**src/adpe_pkg.sv**
```systemverilog
// Package for the ARM data-processing execute block: codes, masks and the
// structs that pass between the register file, the execute logic and the top.
// No dependencies.
`default_nettype none

package adpe_pkg;

  // Payload widths of the stream ports
  localparam int unsigned INSTR_W = 32;
  localparam int unsigned OUT_W   = 80;

  // Instruction class masks
  localparam logic [31:0] MISC_MASK  = 32'h0D90_0000;
  localparam logic [31:0] MISC_MATCH = 32'h0100_0000;
  localparam logic [31:0] EXT_MASK   = 32'h0E00_0090;
  localparam logic [31:0] EXT_MATCH  = 32'h0000_0090;

  // Result status codes
  typedef enum logic [2:0] {
    ST_EXECUTED  = 3'd0,
    ST_COND_FAIL = 3'd1,
    ST_IGNORED   = 3'd2,
    ST_UNIMPL    = 3'd3,
    ST_UNDEF_NV  = 3'd4
  } status_t;

  // Data-processing opcodes
  typedef enum logic [3:0] {
    OP_AND = 4'd0,  OP_EOR = 4'd1,  OP_SUB = 4'd2,  OP_RSB = 4'd3,
    OP_ADD = 4'd4,  OP_ADC = 4'd5,  OP_SBC = 4'd6,  OP_RSC = 4'd7,
    OP_TST = 4'd8,  OP_TEQ = 4'd9,  OP_CMP = 4'd10, OP_CMN = 4'd11,
    OP_ORR = 4'd12, OP_MOV = 4'd13, OP_BIC = 4'd14, OP_MVN = 4'd15
  } opcode_t;

  // Condition field codes
  typedef enum logic [3:0] {
    CC_EQ = 4'd0,  CC_NE = 4'd1,  CC_CS = 4'd2,  CC_CC = 4'd3,
    CC_MI = 4'd4,  CC_PL = 4'd5,  CC_VS = 4'd6,  CC_VC = 4'd7,
    CC_HI = 4'd8,  CC_LS = 4'd9,  CC_GE = 4'd10, CC_LT = 4'd11,
    CC_GT = 4'd12, CC_LE = 4'd13, CC_AL = 4'd14, CC_NV = 4'd15
  } cond_t;

  // Barrel shifter types
  typedef enum logic [1:0] {
    SH_LSL = 2'd0, SH_LSR = 2'd1, SH_ASR = 2'd2, SH_ROR = 2'd3
  } shift_t;

  // Register file write port
  typedef struct packed {
    logic        we;
    logic [3:0]  waddr;
    logic [31:0] wdata;
  } rf_wr_t;

  // Operand values read for one instruction (r15 not substituted)
  typedef struct packed {
    logic [31:0] rn;
    logic [31:0] rm;
    logic [31:0] rs;
  } operands_t;

  // Result of one executed instruction
  typedef struct packed {
    status_t     status;
    logic        wrote;
    logic [3:0]  idx;
    logic [31:0] val;
    logic [3:0]  flags;
    logic [31:0] next_pc;
  } exec_res_t;

endpackage

`default_nettype wire

```
**src/adpe_regfile.sv**
```systemverilog
// Register file r0..r14 as two identical banks with registered reads, one
// valid bit per entry and a bypass for the write landing at the read edge.
// Depends on adpe_pkg.
`default_nettype none

module adpe_regfile (
  input  wire logic                clk,
  input  wire logic                rst,
  input  wire logic                rd_en,
  input  wire logic [3:0]          raddr_n,
  input  wire logic [3:0]          raddr_m,
  input  wire logic [3:0]          raddr_s,
  input  wire adpe_pkg::rf_wr_t    wr,
  output adpe_pkg::operands_t      ops
);

  logic [31:0] mem_a [16];
  logic [31:0] mem_b [16];
  logic [15:0] valid;

  logic [31:0] raw_n, raw_m, raw_s, fwd_data;
  logic        vld_n, vld_m, vld_s;
  logic        fwd_n, fwd_m, fwd_s;

  // Write both banks, read Rn/Rm from bank A and Rs from bank B
  always_ff @(posedge clk) begin
    if (wr.we) begin
      mem_a[wr.waddr] <= wr.wdata;
      mem_b[wr.waddr] <= wr.wdata;
    end
    if (rd_en) begin
      raw_n    <= mem_a[raddr_n];
      raw_m    <= mem_a[raddr_m];
      raw_s    <= mem_b[raddr_s];
      fwd_data <= wr.wdata;
    end
  end

  // Track written entries and capture bypass hits
  always_ff @(posedge clk) begin
    if (rst) begin
      valid <= '0;
      vld_n <= 1'b0;
      vld_m <= 1'b0;
      vld_s <= 1'b0;
      fwd_n <= 1'b0;
      fwd_m <= 1'b0;
      fwd_s <= 1'b0;
    end else begin
      if (wr.we) begin
        valid[wr.waddr] <= 1'b1;
      end
      if (rd_en) begin
        vld_n <= valid[raddr_n];
        vld_m <= valid[raddr_m];
        vld_s <= valid[raddr_s];
        fwd_n <= wr.we && (wr.waddr == raddr_n);
        fwd_m <= wr.we && (wr.waddr == raddr_m);
        fwd_s <= wr.we && (wr.waddr == raddr_s);
      end
    end
  end

  // Unwritten entries read as zero
  assign ops.rn = fwd_n ? fwd_data : (vld_n ? raw_n : 32'd0);
  assign ops.rm = fwd_m ? fwd_data : (vld_m ? raw_m : 32'd0);
  assign ops.rs = fwd_s ? fwd_data : (vld_s ? raw_s : 32'd0);

endmodule

`default_nettype wire

```
**src/adpe_exec.sv**
```systemverilog
// Execute logic for one instruction: decode, condition test, barrel shifter,
// ALU and flag update, all combinational.
// Depends on adpe_pkg.
`default_nettype none

module adpe_exec (
  input  wire logic [31:0]          instr,
  input  wire adpe_pkg::operands_t  ops,
  input  wire logic [31:0]          pc,
  input  wire logic [3:0]           flags,
  output adpe_pkg::exec_res_t       res
);

  // Miscellaneous-space keys that belong to ignored classes
  localparam logic [7:0]  MISC_IMM_MSR_A = 8'h32;
  localparam logic [7:0]  MISC_IMM_MSR_B = 8'h36;
  localparam logic [11:0] MISC_BX        = 12'h121;
  localparam logic [11:0] MISC_MRS_A     = 12'h100;
  localparam logic [11:0] MISC_MRS_B     = 12'h140;
  localparam logic [11:0] MISC_MSR_A     = 12'h120;
  localparam logic [11:0] MISC_MSR_B     = 12'h160;

  typedef enum logic [1:0] {
    K_LOGIC = 2'd0, K_SUB = 2'd1, K_ADD = 2'd2
  } kind_t;

  function automatic logic [31:0] ror32(input logic [31:0] x, input logic [4:0] n);
    logic [63:0] d;
    d = {x, x} >> n;
    return d[31:0];
  endfunction

  logic        fn, fz, fc, fv;
  logic        cond_ok;
  logic [31:0] pc8, rn_v, rm_v, rs_v;

  logic [4:0]  imm_rot;
  logic [31:0] imm_val;
  logic [7:0]  amt;
  logic [32:0] lsl_t, lsr_t, asr_t;
  logic [31:0] ror_v;
  logic [31:0] sh;
  logic        sc;

  adpe_pkg::opcode_t op;
  kind_t       kind;
  logic        write_rd, impl;
  logic [31:0] a, b, b_eff, lres, alu;
  logic [32:0] sum;
  logic        ov;
  logic [3:0]  rd;
  logic        setf;
  logic [3:0]  flags_new;

  adpe_pkg::status_t status;
  adpe_pkg::status_t misc_st, ext_st;
  logic [11:0] misc_key;
  logic [4:0]  ext_op;

  assign fn = flags[3];
  assign fz = flags[2];
  assign fc = flags[1];
  assign fv = flags[0];

  // Substitute r15 as instruction address plus 8
  assign pc8  = pc + 32'd8;
  assign rn_v = (instr[19:16] == 4'd15) ? pc8 : ops.rn;
  assign rm_v = (instr[3:0]   == 4'd15) ? pc8 : ops.rm;
  assign rs_v = (instr[11:8]  == 4'd15) ? pc8 : ops.rs;

  // Condition test
  always_comb begin
    case (adpe_pkg::cond_t'(instr[31:28]))
      adpe_pkg::CC_EQ: cond_ok = fz;
      adpe_pkg::CC_NE: cond_ok = !fz;
      adpe_pkg::CC_CS: cond_ok = fc;
      adpe_pkg::CC_CC: cond_ok = !fc;
      adpe_pkg::CC_MI: cond_ok = fn;
      adpe_pkg::CC_PL: cond_ok = !fn;
      adpe_pkg::CC_VS: cond_ok = fv;
      adpe_pkg::CC_VC: cond_ok = !fv;
      adpe_pkg::CC_HI: cond_ok = fc && !fz;
      adpe_pkg::CC_LS: cond_ok = !fc || fz;
      adpe_pkg::CC_GE: cond_ok = (fn == fv);
      adpe_pkg::CC_LT: cond_ok = (fn != fv);
      adpe_pkg::CC_GT: cond_ok = !fz && (fn == fv);
      adpe_pkg::CC_LE: cond_ok = fz || (fn != fv);
      adpe_pkg::CC_AL: cond_ok = 1'b1;
      default:         cond_ok = 1'b0;
    endcase
  end

  // Barrel shifter datapaths
  assign imm_rot = {instr[11:8], 1'b0};
  assign imm_val = ror32({24'd0, instr[7:0]}, imm_rot);
  assign amt     = instr[4] ? rs_v[7:0] : {3'd0, instr[11:7]};
  assign lsl_t   = {1'b0, rm_v} << amt;
  assign lsr_t   = {rm_v, 1'b0} >> amt;
  assign asr_t   = $signed({rm_v, 1'b0}) >>> amt;
  assign ror_v   = ror32(rm_v, amt[4:0]);

  // Select shifter operand and carry
  always_comb begin
    sh = rm_v;
    sc = fc;
    if (instr[25]) begin
      sh = imm_val;
      sc = (imm_rot == 5'd0) ? fc : imm_val[31];
    end else if (amt == 8'd0) begin
      if (instr[4]) begin
        sh = rm_v;
        sc = fc;
      end else begin
        case (adpe_pkg::shift_t'(instr[6:5]))
          adpe_pkg::SH_LSL: begin sh = rm_v;           sc = fc;       end
          adpe_pkg::SH_LSR: begin sh = 32'd0;          sc = rm_v[31]; end
          adpe_pkg::SH_ASR: begin sh = {32{rm_v[31]}}; sc = rm_v[31]; end
          default: begin sh = {fc, rm_v[31:1]}; sc = rm_v[0]; end
        endcase
      end
    end else begin
      case (adpe_pkg::shift_t'(instr[6:5]))
        adpe_pkg::SH_LSL: begin sh = lsl_t[31:0]; sc = lsl_t[32]; end
        adpe_pkg::SH_LSR: begin sh = lsr_t[32:1]; sc = lsr_t[0];  end
        adpe_pkg::SH_ASR: begin sh = asr_t[32:1]; sc = asr_t[0];  end
        default: begin
          if (amt[4:0] == 5'd0) begin
            sh = rm_v;
            sc = rm_v[31];
          end else begin
            sh = ror_v;
            sc = ror_v[31];
          end
        end
      endcase
    end
  end

  // Opcode decode
  assign op = adpe_pkg::opcode_t'(instr[24:21]);
  assign rd = instr[15:12];

  always_comb begin
    kind     = K_LOGIC;
    write_rd = 1'b1;
    impl     = 1'b1;
    a        = rn_v;
    b        = sh;
    lres     = 32'd0;
    case (op)
      adpe_pkg::OP_AND: lres = rn_v & sh;
      adpe_pkg::OP_EOR: lres = rn_v ^ sh;
      adpe_pkg::OP_SUB: kind = K_SUB;
      adpe_pkg::OP_RSB: begin kind = K_SUB; a = sh; b = rn_v; end
      adpe_pkg::OP_ADD: kind = K_ADD;
      adpe_pkg::OP_TST: begin lres = rn_v & sh; write_rd = 1'b0; end
      adpe_pkg::OP_TEQ: begin lres = rn_v ^ sh; write_rd = 1'b0; end
      adpe_pkg::OP_CMP: begin kind = K_SUB; write_rd = 1'b0; end
      adpe_pkg::OP_CMN: begin kind = K_ADD; write_rd = 1'b0; end
      adpe_pkg::OP_ORR: lres = rn_v | sh;
      adpe_pkg::OP_MOV: lres = sh;
      adpe_pkg::OP_BIC: lres = rn_v & ~sh;
      adpe_pkg::OP_MVN: lres = ~sh;
      default:          impl = 1'b0;
    endcase
  end

  // Adder, result and flags
  assign b_eff = (kind == K_SUB) ? ~b : b;
  assign sum   = {1'b0, a} + {1'b0, b_eff} + {32'd0, (kind == K_SUB)};
  assign alu   = (kind == K_LOGIC) ? lres : sum[31:0];
  assign ov    = ~(a[31] ^ b_eff[31]) & (a[31] ^ sum[31]);
  assign setf  = write_rd ? (instr[20] && (rd != 4'd15)) : 1'b1;

  always_comb begin
    flags_new = flags;
    if (setf) begin
      flags_new[3] = alu[31];
      flags_new[2] = (alu == 32'd0);
      if (kind == K_LOGIC) begin
        flags_new[1] = sc;
      end else begin
        flags_new[1] = sum[32];
        flags_new[0] = ov;
      end
    end
  end

  // Class decode for non-data-processing encodings
  assign misc_key = {instr[27:20], instr[7:4]};
  assign ext_op   = instr[24:20];

  always_comb begin
    if (instr[25]) begin
      misc_st = (instr[27:20] inside {MISC_IMM_MSR_A, MISC_IMM_MSR_B})
                ? adpe_pkg::ST_IGNORED : adpe_pkg::ST_UNIMPL;
    end else begin
      misc_st = (misc_key inside {MISC_BX, MISC_MRS_A, MISC_MRS_B, MISC_MSR_A, MISC_MSR_B})
                ? adpe_pkg::ST_IGNORED : adpe_pkg::ST_UNIMPL;
    end
  end

  always_comb begin
    case (instr[6:5])
      2'd0:    ext_st = (ext_op inside {[5'd0:5'd3], [5'd8:5'd16], 5'd20})
                        ? adpe_pkg::ST_IGNORED : adpe_pkg::ST_UNIMPL;
      2'd1:    ext_st = adpe_pkg::ST_IGNORED;
      default: ext_st = instr[20] ? adpe_pkg::ST_IGNORED : adpe_pkg::ST_UNIMPL;
    endcase
  end

  always_comb begin
    if (adpe_pkg::cond_t'(instr[31:28]) == adpe_pkg::CC_NV) begin
      status = adpe_pkg::ST_UNDEF_NV;
    end else if (!cond_ok) begin
      status = adpe_pkg::ST_COND_FAIL;
    end else if (instr[27:26] != 2'd0) begin
      status = adpe_pkg::ST_IGNORED;
    end else if ((instr & adpe_pkg::MISC_MASK) == adpe_pkg::MISC_MATCH) begin
      status = misc_st;
    end else if ((instr & adpe_pkg::EXT_MASK) == adpe_pkg::EXT_MATCH) begin
      status = ext_st;
    end else if (!impl) begin
      status = adpe_pkg::ST_UNIMPL;
    end else begin
      status = adpe_pkg::ST_EXECUTED;
    end
  end

  // Assemble the result beat
  always_comb begin
    res.status  = status;
    res.wrote   = 1'b0;
    res.idx     = 4'd0;
    res.val     = 32'd0;
    res.flags   = flags;
    res.next_pc = pc + 32'd4;
    if (status == adpe_pkg::ST_EXECUTED) begin
      res.flags = flags_new;
      if (write_rd) begin
        res.wrote = 1'b1;
        res.idx   = rd;
        res.val   = alu;
        if (rd == 4'd15) begin
          res.next_pc = alu;
        end
      end
    end
  end

endmodule

`default_nettype wire

```
**src/arm_data_processing_execute.sv**
```systemverilog
// ARM data-processing execute block: one instruction word in, one result beat out.
// The accepted beat is registered in s1_instr, and its result in the output register.
// Throughput: one instruction per cycle while the output does not stall; register operands
// are read as the beat is accepted, with a bypass from the instruction executing at that edge.
// Reset (rst, synchronous): r0..r14 and NZCV read as zero, pc is zero, both stages empty.
// Depends on adpe_pkg, adpe_regfile and adpe_exec.
`default_nettype none

module arm_data_processing_execute (
  input  wire logic        clk,
  input  wire logic        rst,
  input  wire logic        s_tvalid,
  output logic             s_tready,
  input  wire logic [31:0] s_tdata,   // instr[31:0]
  output logic             m_tvalid,
  input  wire logic        m_tready,
  output logic [79:0]      m_tdata    // status[2:0], dest_written[3], dest_index[7:4],
                                      // dest_value[39:8], flags_nzcv[43:40],
                                      // next_pc[75:44], zero[79:76]
);

  logic                 s1_valid;
  logic [31:0]          s1_instr;
  logic                 s1_fire;
  logic                 accept;
  logic [31:0]          pc;
  logic [3:0]           flags;
  adpe_pkg::operands_t  ops;
  adpe_pkg::rf_wr_t     rf_wr;
  adpe_pkg::exec_res_t  res;
  adpe_pkg::exec_res_t  out_res;

  // Handshake between stages
  assign s1_fire  = s1_valid && (!m_tvalid || m_tready);
  assign s_tready = !s1_valid || s1_fire;
  assign accept   = s_tvalid && s_tready;

  // Register writes from the executing instruction; r15 lives in pc
  assign rf_wr.we    = s1_fire && res.wrote && (res.idx != 4'd15);
  assign rf_wr.waddr = res.idx;
  assign rf_wr.wdata = res.val;

  adpe_regfile u_regfile (
    .clk     (clk),
    .rst     (rst),
    .rd_en   (accept),
    .raddr_n (s_tdata[19:16]),
    .raddr_m (s_tdata[3:0]),
    .raddr_s (s_tdata[11:8]),
    .wr      (rf_wr),
    .ops     (ops)
  );

  adpe_exec u_exec (
    .instr (s1_instr),
    .ops   (ops),
    .pc    (pc),
    .flags (flags),
    .res   (res)
  );

  // Capture the instruction beat
  always_ff @(posedge clk) begin
    if (rst) begin
      s1_valid <= 1'b0;
    end else if (s_tready) begin
      s1_valid <= s_tvalid;
    end
  end

  always_ff @(posedge clk) begin
    if (accept) begin
      s1_instr <= s_tdata;
    end
  end

  // Commit architectural state
  always_ff @(posedge clk) begin
    if (rst) begin
      pc    <= 32'd0;
      flags <= 4'd0;
    end else if (s1_fire) begin
      pc    <= res.next_pc;
      flags <= res.flags;
    end
  end

  // Hold the result beat until taken
  always_ff @(posedge clk) begin
    if (rst) begin
      m_tvalid <= 1'b0;
    end else if (s1_fire) begin
      m_tvalid <= 1'b1;
    end else if (m_tready) begin
      m_tvalid <= 1'b0;
    end
  end

  always_ff @(posedge clk) begin
    if (s1_fire) begin
      out_res <= res;
    end
  end

  assign m_tdata = {4'd0, out_res.next_pc, out_res.flags, out_res.val, out_res.idx,
                    out_res.wrote, out_res.status};

  // An executing instruction always lands in the output register
  a_fire_lands: assert property (@(posedge clk) disable iff (rst)
    s1_fire |=> m_tvalid)
    else $error("executed instruction did not reach output register");

  // An empty input stage must take a beat
  a_ready_empty: assert property (@(posedge clk) disable iff (rst)
    !s1_valid |-> s_tready)
    else $error("input stalled while empty");

  // Only executed instructions write a destination
  a_write_exec: assert property (@(posedge clk) disable iff (rst)
    m_tvalid && out_res.wrote |-> out_res.status == adpe_pkg::ST_EXECUTED)
    else $error("destination written by non-executed instruction");

  // No write leaves index and value at zero
  a_nowrite_zero: assert property (@(posedge clk) disable iff (rst)
    m_tvalid && !out_res.wrote |-> out_res.idx == 4'd0 && out_res.val == 32'd0)
    else $error("stray destination fields");

  // PC advances by 4 unless r15 is the destination
  a_pc_step: assert property (@(posedge clk) disable iff (rst)
    s1_fire && !(res.wrote && res.idx == 4'd15) |=> pc == $past(pc) + 32'd4)
    else $error("pc did not advance by 4");

endmodule

`default_nettype wire
```
**config.mk**
```make
export PLATFORM = sky130hd
export DESIGN_NAME = arm_data_processing_execute
export DESIGN_NICKNAME = d
export VERILOG_FILES = /design/src/adpe_pkg.sv /design/src/adpe_regfile.sv /design/src/adpe_exec.sv /design/src/arm_data_processing_execute.sv
export SDC_FILE = /design/constraint.sdc
export NUM_CORES = 2
export LEC_CHECK = 0
export BUFFER_PORTS_ARGS = -buffer_cell sky130_fd_sc_hd__buf_2
export CAP_MARGIN = 40
export CORE_MARGIN = 3
export CORE_UTILIZATION = 64
export DETAILED_ROUTE_END_ITERATION = 10
export PLACE_DENSITY = 0.83
export SETUP_SLACK_MARGIN = 0.05
export SLEW_MARGIN = 20
export SYNTH_ARGS = -nofsm -noshare
export SYNTH_HDL_FRONTEND = slang
export SYNTH_SLANG_ARGS = --single-unit
```
**constraint.sdc**
```tcl
create_clock -name clk -period 8.15 [get_ports clk]
set_input_delay 1.63 -clock clk [delete_from_list [all_inputs] [get_ports clk]]
set_output_delay 1.63 -clock clk [all_outputs]
set_load 0.01 [all_outputs]
```
==> metrics.md, run 1 <==
| Metric | Value |
|---|---|
| CTS root buf | `clkbuf_16` |
| Detail Placement HPWL | `188000 um` |
| Die W | `289 um` |
| Clock Path Buffers | `3` |
| Fail Step | `global routing (5_1_grt)` |
| Post-CTS Hold Buffers | `0` |
| Post-synthesis register bit count | `784` |
| Compound-Gate Fraction of Synth Area | `18.0%` |
| Total GRT Usage | `84.3%` |
| Synth Area in Adders | `1.72%` |
| Die H | `289 um` |
| CTS Sinks | `784` |
| Num rows | `103` |
| Tool Error | `[ERROR GRT-0232] Routing congestion too high. Check the congestion heatmap in the GUI.` |
| Mapped Cells | `4487` |
| Pin count of the biggest net entering global routing | `84` |
| Synth Cell Area | `51400 um2` |
| Synth Warn # | `0` |
| Final RePlAce weighted congestion | `1.18` |
| Synth async-reset ratio | `0%` |
| Ys flop type | `edfxtp_1` |
| Io pins | `118` |
| Post-Synth XOR/XNOR Area | `1.67%` |
| Status | `did not finish` |
| Largest family of logic cells by synthesized area | `multiplexers` |
| H-Tree Depth | `3` |
| Grt total ovfl | `364` |
| Distinct cell type count after synthesis | `113` |
| Multiplexer area fraction after synthesis | `18.8%` |
| Starting Density | `64.9%` |
| Simple-gate area share of the yosys netlist | `11.8%` |
| TritonCTS buffer count | `80` |
| Avg Inst Size Synth | `11.5 um2` |
| EDFF count, synth | `724` |
| IO buf count | `113` |
| Seq/Total Area, Yosys | `44.6%` |
-- repair_timing --
action / in CTS
setup endpoints to repair: 172
setup buffers: 2
resized for setup: 45
pin swaps: 3
cloned: 0
-- logic make-up after synthesis --
group	Yosys count
AO/OA/AOI/OAI	1323
AND/OR/NAND/NOR	1270
flip-flops	784
multiplexers	489
buffers and inverters	452
XOR/XNOR	98
adder cells (fa/ha/maj)	70
other	1
-- stage by stage --
| step | hold slack [ns] | instance area, um2 | worst slack, ns | cells |
|---|---|---|---|---|
| 2_1_floorplan | 0.432 | 51600 | 0.687 | 4522 |
| 3_3_place_gp | 0.448 | 57400 | -0.175 | 5954 |
| 3_5_place_dp | 0.505 | 57700 | -0.233 | 5977 |
| 4_1_cts | 0.497 | 60500 | 0.0580 | 6126 |
-- routing by layer --
| layer | GRT overflow | global-route usage, % |
|---|---|---|
| met1 | 30 | 85.4 |
| met2 | 135 | 93.1 |
| met3 | 40 | 77.4 |
| met4 | 147 | 79.5 |
| met5 | 12 | 59.2 |
-- cell usage after synthesis (59+ instances only) --
cell | number | area share, %
nand3_1 | 129 | 1.3
nand2_1 | 372 | 2.7
dfxtp_1 | 60 | 2.3
mux2i_1 | 88 | 1.7
o211ai_1 | 62 | 0.91
o21ai_0 | 244 | 2.4
a21oi_1 | 280 | 2.7
edfxtp_1 | 724 | 42
nor3_1 | 109 | 1.1
inv_1 | 65 | 0.47
nor2_1 | 356 | 2.6
mux4_2 | 377 | 17
xnor2_1 | 70 | 1.2
a31oi_1 | 59 | 0.72
ha_1 | 69 | 1.7
a211oi_1 | 73 | 1.1
clkbuf_1 | 282 | 2.1
buf_1 | 60 | 0.44
==> run 2: changes to the inputs <==
--- a/config.mk
+++ b/config.mk
@@ -8,10 +8,9 @@
 export BUFFER_PORTS_ARGS = -buffer_cell sky130_fd_sc_hd__buf_2
 export CAP_MARGIN = 40
 export CORE_MARGIN = 3
-export CORE_UTILIZATION = 64
+export CORE_UTILIZATION = 40
 export DETAILED_ROUTE_END_ITERATION = 10
-export PLACE_DENSITY = 0.83
-export SETUP_SLACK_MARGIN = 0.05
+export PLACE_DENSITY_LB_ADDON = 0.15
 export SLEW_MARGIN = 20
 export SYNTH_ARGS = -nofsm -noshare
 export SYNTH_HDL_FRONTEND = slang
==> run 2 against run 1 <==
  * Synthesized area stayed put
  * The flow now finishes without violations
  * Synthesized cell count stayed put
==> metrics.md, run 2 <==
| Metric | Value |
|---|---|
| Final ANT Viol Nets | `0` |
| Synth area leaders | `edfxtp_1 42%, mux4_2 17%, a21oi_1 2.7% (unchanged)` |
| Seq/Total Area, Yosys | `44.6% (unchanged)` |
| Leakage Power | `25.6 nW` |
| Share of layout cells above drive strength 1 | `37.9%` |
| CTS Sinks | `784 (unchanged)` |
| Crit-path max cell delay | `0.63 ns` |
| Area growth syn-to-layout | `30.7%` |
| Vias | `48900` |
| Reg power frac | `41.6%` |
| Post-synthesis register bit count | `784 (unchanged)` |
| VDD IR max | `0.169 mV` |
| Detail Placement HPWL | `200000 um (was 188000 um)` |
| Final period util | `99.0%` |
| Crit path required time | `8.71 ns` |
| Top reg by flops | `u_regfile.mem_b` |
| Final Hold Viols | `0` |
| Drt first pass iters | `6` |
| Switching power | `0.00326 W` |
| Layout Nets | `5763` |
| Commonest non-fill, non-tap cells in the layout | `1227 x buf_4, 724 x edfxtp_1, 377 x mux4_2` |
| Avg Inst Size Synth | `11.5 um2 (unchanged)` |
| Grt total ovfl | `0` |
| Worst clock skew | `0.0944 ns` |
| Slew @ Worst Pin | `1.04 ns` |
| Fmax achieved | `0.124 GHz` |
| Total of max-cap violations | `0` |
| Sw frac | `29.9%` |
| Total GRT Usage | `39.0%` |
| Most Frequent Cell on Critical Path | `buf_4` |
| Clock transition at path regs | `0.06 ns` |
| Worst Path Max Fanout | `12` |
| Hold WC Path Type | `flip-flop to flip-flop` |
| Worst Slack Setup Final | `0.0842 ns` |
| Startpoint type of the worst setup path | `flip-flop` |
| Fin crit period | `8.07 ns` |
| Io pins | `118 (unchanged)` |
| Routed WL per cell | `35.6 um` |
| Synth Cell Area | `51400 um2 (unchanged)` |
| Vias in the first global route | `46900` |
| Status | `completed (was did not finish)` |
| Vias/cell | `6.63` |
| Pre-CTS setup slack | `-1.01 ns (was -0.233 ns)` |
| Ys flop type | `edfxtp_1 (unchanged)` |
| TritonCTS buffer count | `85 (was 80)` |
| Clk_lat worst skew | `0.72 ns` |
| Die W | `365 um (was 289 um)` |
| Clock share of power | `35.5%` |
| Die area | `133000 um2` |
| Die H | `365 um (was 289 um)` |
| First DRT Iteration DRCs | `6067` |
| First-pass GRT wire length | `364000 um` |
| Count leader, synth | `edfxtp_1 (unchanged)` |
| Hold_ws | `0.498 ns` |
| Mapped Cells | `4487 (unchanged)` |
| Core area | `127000 um2` |
| Drt drc | `0` |
| Most common cell after layout, fill and taps aside | `buf_4` |
| Distinct cell type count after synthesis | `113 (unchanged)` |
| Internal | `0.00766 W` |
| Max FFs per register | `512` |
| IO buf count | `113 (unchanged)` |
| Pin count of the biggest net entering global routing | `89` |
| Crit end category | `flip-flop` |
| Synth Warn # | `0 (unchanged)` |
| Clock Path Buffers | `3 (unchanged)` |
| Final setup viols | `0` |
| CTS tree | `built` |
| Crit path DAT | `8.62 ns` |
| Num rows | `130 (was 103)` |
| Post-CTS Hold Buffers | `0 (unchanged)` |
| EDFF count, synth | `724 (unchanged)` |
| Leading area contributor after synthesis | `edfxtp_1 (unchanged)` |
| Final RePlAce weighted congestion | `1.07 (was 1.18)` |
| Synth top area share | `42.3% (unchanged)` |
| H-Tree Depth | `3 (unchanged)` |
| Synth async-reset ratio | `0% (unchanged)` |
| CTS root buf | `clkbuf_16 (unchanged)` |
| Pwr Density | `163 nW/um2` |
| Top cells by count, synth | `724 x edfxtp_1, 377 x mux4_2, 372 x nand2_1 (unchanged)` |
| Setup CP Type | `flip-flop to flip-flop` |
| Comb pwr share | `22.9%` |
| Final slew viol count | `0` |
| Max-slew headroom | `30.2%` |
| Antenna violations before repair | `15` |
| DRT Wirelength | `263000 um` |
| Post-layout util | `53.0%` |
| Slowest cell on the critical path | `or4_4` |
| Starting Density | `40.6% (was 64.9%)` |
[run 2: path summary, 6_finish.rpt]
check                                         start  cells after the start  slack (ns)                   to
worst max register to register               pc[15]                     37        0.08          m_tdata[42]
worst max-delay path                         pc[15]                     37        0.08          m_tdata[42]
worst min register to register  u_regfile.valid[15]                      1        0.50  u_regfile.valid[15]
worst min-delay path            u_regfile.valid[15]                      1        0.50  u_regfile.valid[15]
[run 2: stage by stage]
step	TNS (ns)	instances	total power, W	cell area [um2]
after floorplan	0	4522	0.00567	51600
after global placement	-85.25	7175	0.00699	63200
after detailed placement	-69.13	7197	0.00699	63600
after CTS	0	7361	0.0109	66700
after global routing	-0.262	7377	0.0112	67200
final	0	7385	0.0109	67200
[run 2: routing by layer]
metal | vias up | track usage [%] | wire, um
li1 | 20500 | - | -
met1 | 24800 | 52.9 | 105000
met2 | 2988 | 59.9 | 117000
met3 | 621 | 7.33 | 24700
met4 | 18 | 19.9 | 16300
met5 | - | 0 | 136
[run 2: cells by family after synthesis]
kind of cell | after synthesis | synth area share (%)
AOI/OAI and AO/OA | 1323 | 18.0
and+or+nand+nor | 1270 | 11.8
DFF | 784 | 44.6
muxes | 489 | 18.8
buffers and inverters | 452 | 3.48
xor gates and xnor gates | 98 | 1.67
adders and majority gates | 70 | 1.72
other | 1 | 0.00729
[run 2: power groups by stage]
| stage | sequential, W | clock [W] | combinational, W |
|---|---|---|---|
| final | 0.00455 | 0.00388 | 0.00250 |
| after global routing | 0.00455 | 0.00412 | 0.00258 |
| after CTS | 0.00454 | 0.00395 | 0.00239 |
| after detailed placement | 0.00463 | 0 | 0.00236 |
| after global placement | 0.00463 | 0 | 0.00236 |
| after floorplan | 0.00462 | 0 | 0.00105 |
[run 2: worst max-delay path: cells and delay by family (launching register included)]
kind / cells / cell delay, ns
buffers and inverters: 9 / 1.44
AOI/OAI and AO/OA: 19 / 3.99
DFF: 1 / 0.35
and+or+nand+nor: 7 / 1.63
xor gates and xnor gates: 1 / 0.14
adders and majority gates: 1 / 0.33
[run 2: layout make-up]
type,instances,area (um2)
diodes,8,20.0
clock buffers,102,2250
clock inverters,55,571
fillers,11200,59500
inverters,70,273
multi-input cells,3286,27600
flip-flops and latches,784,23000
well taps,1650,2060
repair buffers,1430,11500
[run 2: timing repair]
| item | 4_1_cts | 5_1_grt |
|---|---|---|
| resized for setup | 36 | 88 |
| endpoints found under the setup margin | 183 | 226 |
| pin swaps | 9 | 49 |
| setup buffers | 7 | 9 |
No activity file was read; power rests on OpenSTA's default activity.
